File: src/tape_pulse_player_top_defines.svh
// assertion macros for the tape pulse player
`ifndef TAPE_PULSE_PLAYER_TOP_DEFINES_SVH
`define TAPE_PULSE_PLAYER_TOP_DEFINES_SVH

// same-cycle implication, sampled on clk, off while in reset
`define TPP_ASSERT_NOW(lbl, ante, cons, msg) \
  lbl: assert property (@(posedge clk) disable iff (!rst_n) (ante) |-> (cons)) \
    else $error(msg);

// next-cycle implication, sampled on clk, off while in reset
`define TPP_ASSERT_NEXT(lbl, ante, cons, msg) \
  lbl: assert property (@(posedge clk) disable iff (!rst_n) (ante) |=> (cons)) \
    else $error(msg);

`endif

File: src/tpp_pkg.sv
// shared types and constants of the tape pulse player
package tpp_pkg;

  localparam int unsigned DEF_TAPE_BYTES = 1048576;
  localparam int unsigned DEF_MAX_TICKS  = 15;

  localparam int OP_W       = 2;
  localparam int ADDR_W     = 20;
  localparam int BYTE_W     = 8;
  localparam int TICK_W     = 4;
  localparam int PULSE_W    = 4;
  localparam int POS_W      = 21;
  localparam int CNT_W      = 24;
  localparam int LIM_W      = 25;
  localparam int CFG_IDX_W  = 1;
  localparam int CFG_DATA_W = 21;
  localparam int UNIT_SHIFT = 3;

  localparam int QUEUE_DEPTH = 2;
  localparam int QPTR_W      = $clog2(QUEUE_DEPTH);
  localparam int QCNT_W      = $clog2(QUEUE_DEPTH + 1);

  localparam logic [OP_W-1:0] OP_WRITE   = 2'd0;
  localparam logic [OP_W-1:0] OP_ADVANCE = 2'd1;
  localparam logic [OP_W-1:0] OP_REWIND  = 2'd2;

  localparam logic [CFG_IDX_W-1:0] REG_VERSION = 1'd0;
  localparam logic [CFG_IDX_W-1:0] REG_LENGTH  = 1'd1;

  localparam logic [POS_W-1:0] POS_MAX = '1;

  typedef enum logic [1:0] {
    CMD_NOP,
    CMD_WRITE,
    CMD_ADVANCE,
    CMD_REWIND
  } cmd_kind_t;

  typedef struct packed {
    cmd_kind_t         kind;
    logic [ADDR_W-1:0] addr;
    logic [BYTE_W-1:0] wbyte;
    logic [TICK_W-1:0] ticks;
    logic              irq_en;
  } cmd_t;

  typedef struct packed {
    logic              version;
    logic [POS_W-1:0]  length;
  } cfg_t;

  typedef struct packed {
    logic              empty;
    logic              full;
    logic [QCNT_W-1:0] count;
  } q_stat_t;

endpackage

File: src/tpp_queue.sv
// two-entry command queue between the front and the engine
module tpp_queue (
  input  logic            clk,
  input  logic            rst_n,
  input  logic            push,
  input  tpp_pkg::cmd_t   push_cmd,
  input  logic            pop,
  output tpp_pkg::cmd_t   head_cmd,
  output tpp_pkg::q_stat_t stat
);
  import tpp_pkg::*;

  cmd_t              slot_r [QUEUE_DEPTH];
  logic [QPTR_W-1:0] wr_ptr_r;
  logic [QPTR_W-1:0] rd_ptr_r;
  logic [QCNT_W-1:0] cnt_r;

  always_ff @(posedge clk) begin
    if (push) begin
      slot_r[wr_ptr_r] <= push_cmd;
    end
  end

  always_ff @(posedge clk) begin
    if (!rst_n) begin
      wr_ptr_r <= '0;
      rd_ptr_r <= '0;
      cnt_r    <= '0;
    end else begin
      if (push) begin
        wr_ptr_r <= (wr_ptr_r == QPTR_W'(QUEUE_DEPTH - 1)) ? '0 : wr_ptr_r + 1'b1;
      end
      if (pop) begin
        rd_ptr_r <= (rd_ptr_r == QPTR_W'(QUEUE_DEPTH - 1)) ? '0 : rd_ptr_r + 1'b1;
      end
      case ({push, pop})
        2'b10:   cnt_r <= cnt_r + 1'b1;
        2'b01:   cnt_r <= cnt_r - 1'b1;
        default: cnt_r <= cnt_r;
      endcase
    end
  end

  assign head_cmd   = slot_r[rd_ptr_r];
  assign stat.empty = (cnt_r == '0);
  assign stat.full  = (cnt_r == QCNT_W'(QUEUE_DEPTH));
  assign stat.count = cnt_r;
endmodule

File: config.mk
export PLATFORM = sky130hd
export DESIGN_NAME = tpp_queue
export DESIGN_NICKNAME = d
export VERILOG_FILES = /design/src/tape_pulse_player_top_defines.svh /design/src/tpp_pkg.sv /design/src/tpp_queue.sv
export SDC_FILE = /design/constraint.sdc
export NUM_CORES = 1
export LEC_CHECK = 0
export BUFFER_PORTS_ARGS = -buffer_cell sky130_fd_sc_hd__buf_2
export CORE_MARGIN = 3
export CORE_UTILIZATION = 46
export CTS_BUF_LIST = sky130_fd_sc_hd__clkbuf_8 sky130_fd_sc_hd__clkbuf_16
export DETAILED_ROUTE_END_ITERATION = 10
export PLACE_DENSITY_LB_ADDON = 0.1
export SYNTH_ARGS = -nofsm -noshare
export SYNTH_HDL_FRONTEND = slang
export SYNTH_SLANG_ARGS = --single-unit
File: constraint.sdc
create_clock -name clk -period 2.4 [get_ports clk]
set_input_delay 0.24 -clock clk [delete_from_list [all_inputs] [get_ports clk]]
set_output_delay 0.24 -clock clk [all_outputs]
set_load 0.005 [all_outputs]
# --- Yosys cells after proc, flatten, opt, wreduce, memory -nomap -nowiden ---
# Memories as Yosys holds them, arrays and structs flattened. A register that Yosys moved wholly into a read port is not among the register bits.
# Index checks and enable logic that the tools add are counted.
word_totals:
  reg_bits: 4
  ram_bits: 70
  latchBits: 0
  output_inout_bits: 39
  memories: 1
  inputBits: 39
  wordCells: 20
  romBits: 0
classes:
  n_mux: 7
  bitwise: 0
  n_eq_ne: 3
  shift: 0
  add_sub_neg: 4
  order_cmp: 0
  mul: 0
  n_reduce_logical: 2
  div_mod_pow: 0
memory_table:
  columns: ["name", "words", "word_bits", "rd", "rd_clocked_by_memory_dff", "write_ports", "line_no", "text"]
  rows:
  - ["slot_r", 2, 35, 1, 1, 1, "tpp_queue.sv:13", "cmd_t slot_r [QUEUE_DEPTH];"]
ops:
  columns: ["operator", "count"]
  rows:
  - ["1-bit two-way mux", 6]
  - ["2-bit equality test (second input constant)", 2]
  - ["2-bit case mux with 2 select lines", 1]
  - ["1-bit adder (second input constant)", 2]
  - ["2-bit by 1-bit adder with 2-bit output (second input constant)", 1]
  - ["2-bit by 1-bit equality test with 1-bit output (second input constant)", 1]
  - ["2-bit logical NOT", 1]
  - ["2-bit nonzero test", 1]
  - ["2-bit by 1-bit subtractor with 2-bit output (second input constant)", 1]

# --- Logic depth before layout (Yosys ltp) ---
logic_depth:
  word_depth: 4
  depth_mapped: 5
  mapped_depth_nobuf: 5

# --- Least setup slack after synthesis ---
# Ideal clock, no wire load.
synth_timing:
  kind: "reg-to-reg"
  start: "reg wr_ptr_r"
  end: "mem slot_r[0][0] in the netlist's numbering, enable pin"
  n_path_buf: 0
  period_less_slack_ns: 2.249
  arrival_time_ns: 1.819
  path_slack_ns: 0.151
  t_required_ns: 1.971
  stages_incl_launch_ff: 2
  setup_time_ns: 0.429
  cell_sequence: "dfxtp_1 > nor2_1"
synth_lines:
  columns: ["item", "line_no", "text"]
  rows:
  - ["start, declared", "tpp_queue.sv:14", "logic [QPTR_W-1:0] wr_ptr_r;"]
  - ["start signal, assigned", "tpp_queue.sv:31", "wr_ptr_r <= (wr_ptr_r == QPTR_W'(QUEUE_DEPTH - 1)) ? '0 : wr_ptr_r + 1'b1;"]
  - ["end, declared", "tpp_queue.sv:13", null]
# No word-level cell before the write port.

==> impl_metrics.ini <==
[status]
outcome = complete, no violations

[logic_synthesis]
synth_commonest_cells = edfxtp_1, mux2_2, dfxtp_1
synth-edff-count = 70
yosysWarningCount = 0
ys_top_cells_by_area = edfxtp_1, mux2_2, dfxtp_1, and2_1, buf_2
synth_compound_area_frac = 0.00733
synth_largest_area_cell = edfxtp_1
synth-seq-cells = 75
synth_top_family_by_area = multiplexers
synth_most_common_cell = edfxtp_1
ys.flop_type = edfxtp_1
netlist_instances = 131
synth_fp_nets = 171
synthAdderAreaFrac = 0.00458
yosys.area_share.simple = 0.0197
synthXorXnorAreaFrac = 0.00962
synth.area.mux_share = 0.144
synth_cell_types = 16
syn_area_per_cell_um2 = 20.9
yosysTopAreaCellShare = 0.769
ys_seq_area_frac = 0.806
async_flop_share = 0
syn_area_mm2 = 0.00273

[clock_tree]
cts_setup_buffers = 0
htreeDepth = 3
clk_path_buf_depth = 2
cts_resized = 0
cts_num_sinks = 75
clkLatencyLatePin_ns = 0.33
cts_made_buffers = 9
cts_root_buf = clkbuf_8
clk_pin_slew_ns = 0.08
cts_tree = done
hold_buffers = 0

[critical_path]
cp_max_fo = 16
endpoint = head_cmd[26]
worst-endpoint-arrival_ns = 1.72
cp_top_family = flip-flops
crit_chain = buf_4 > mux2_2 > buf_2
crit_slowest_cell = dfxtp_1
r2r_slack_ns = 0.92
timing.rr.end = slot_r[1][24]
cpPeakStageDelay_ns = 0.56
startpoint_type = flop
path_buf_inv = 2
rr_worst_depth = 1
worstReg2RegStart = wr_ptr_r
worstPathRequired_ns = 2.16
path_class = reg2out
end_kind = primary output
path_depth = 3

[cells_and_area]
area_growth_pct = 27.0
finalNetCount = 258
drive_above_1_share = 0.596
num_antenna_cells = 0

[route]
met3WireLength_um = 281
m1WireLength_um = 1830
drc_errors = 0
drt-initial-drc-count = 45
avgRoutedWirePerCell_um = 15.4
vias = 1419
via_per_inst = 4.81
top_layer_used = met4
wl_met2_um = 2370
ant_nets = 0
drt_wl_total_um = 4560
drt-pass1-iter-count = 5

[global_routing]
grt_max_degree = 36
grt_pass1_vias = 1541
grtUsageTotal = 0.142
grt_overflow_total = 0
antenna_found_initial = 0
grt_pass1_wl_um = 7350

[timing]
min_period_ns = 1.96
setup_ws_ns = 0.438
skew_ns = 0.00764
rsz0062_at_grt = false
setup_viol = 0
finalSetupTns_ns = 0
fmax_ghz = 0.510
slew_viol_final = 0
tightest_slew_ns = 0.831
fin_crit_sh = 0.818
hold_violations = 0
relSlewSlack = 0.446

[placed_design]
port_buffers = 77
hpwl_um = 3170
gp_congestion = 0.792
dp_slack_ns = 0.777

[die]
start_util = 0.484
die_w_um = 83.1
pin_count = 78
die_y_um = 83.1
row_count = 27
die_area_mm2 = 0.00690
fp.coreArea_mm2 = 0.00564

[power]
leakagePower_uw = 0.00132
peakVddDrop_uv = 491
cellPowerDensity_mw_per_mm2 = 845

[flow_run]
max_cap_violations = 0

[hold_path]
hold_path_class = in2reg
per-stage QoR:
stage,hold slack [ns],util,power (uW),std cells,instance area [um^2]
global route,0.0613,0.615,3070,295,3470
floorplan,0.339,-,1700,131,2730
CTS,0.0723,0.615,2970,295,3470
global placement,0.427,0.573,1830,279,3230
detailed placement,0.432,0.573,1840,279,3230
finish,0.0903,0.615,2930,295,3470
power breakdown:
group | switching (uW) | total, uW | leakage (uW) | internal [uW]
sequential | 25.8 | 1530 | 0.000699 | 1510
combinational | 124 | 276 | 0.000509 | 153
clock | 436 | 1120 | 0.000117 | 688
flip-flops by register name, summed over array words and instances (netlist names), named ones only:
name,count
wr_ptr_r,1
slot_r,70
rd_ptr_r,1
cnt_r,2
metal layers:
| layer | vias to the layer above | GRT usage |
|---|---|---|
| met4 | 0 | 0.0713 |
| met2 | 55 | 0.243 |
| met5 | - | 0 |
| met1 | 674 | 0.154 |
| li1 | 682 | - |
| met3 | 8 | 0.0526 |
cell families after synthesis:
logic type	Yosys count
DFF	75
AOI/OAI and AO/OA	3
adders and majority gates	1
buffers and inverters	5
xor gates and xnor gates	3
and+or+nand+nor	9
muxes	35
worst min-delay path by stage:
stage | from | slack (ns) | to | depth (start not counted)
after floorplan | push_cmd[0] | 0.34 | slot_r[0][0] | 0
after global placement | push_cmd[15] | 0.43 | slot_r[0][15] | 1
after detailed placement | push_cmd[23] | 0.43 | slot_r[1][23] | 1
after CTS | push_cmd[4] | 0.07 | slot_r[0][4] | 1
after global routing | push_cmd[17] | 0.06 | slot_r[1][17] | 1
final | push_cmd[4] | 0.09 | slot_r[1][4] | 1
layout by cell type, fill, tap and decap left out, drive strengths merged:
cell type,n
buf,80
edfxtp,70
mux2,35
clkbuf,9
dfxtp,5
and2,4
bufinv,3
xnor2,2
nor2,2
inv,2
clkinv,2
and2b,1
xor2,1
nor2b,1
o21a,1
o21ai,1
or3,1
a21boi,1
ha,1
clkinvlp,1
cell type report:
class / instances / area (um^2)
Tap cell: 72 / 90.1
Inverter: 1 / 3.75
Multi-Input combinational cell: 51 / 515
Sequential cell: 75 / 2200
Clock inverter: 7 / 115
Timing Repair Buffer: 80 / 420
Fill cell: 424 / 2170
Clock buffer: 9 / 124
Power figures use the tool's default switching activity.
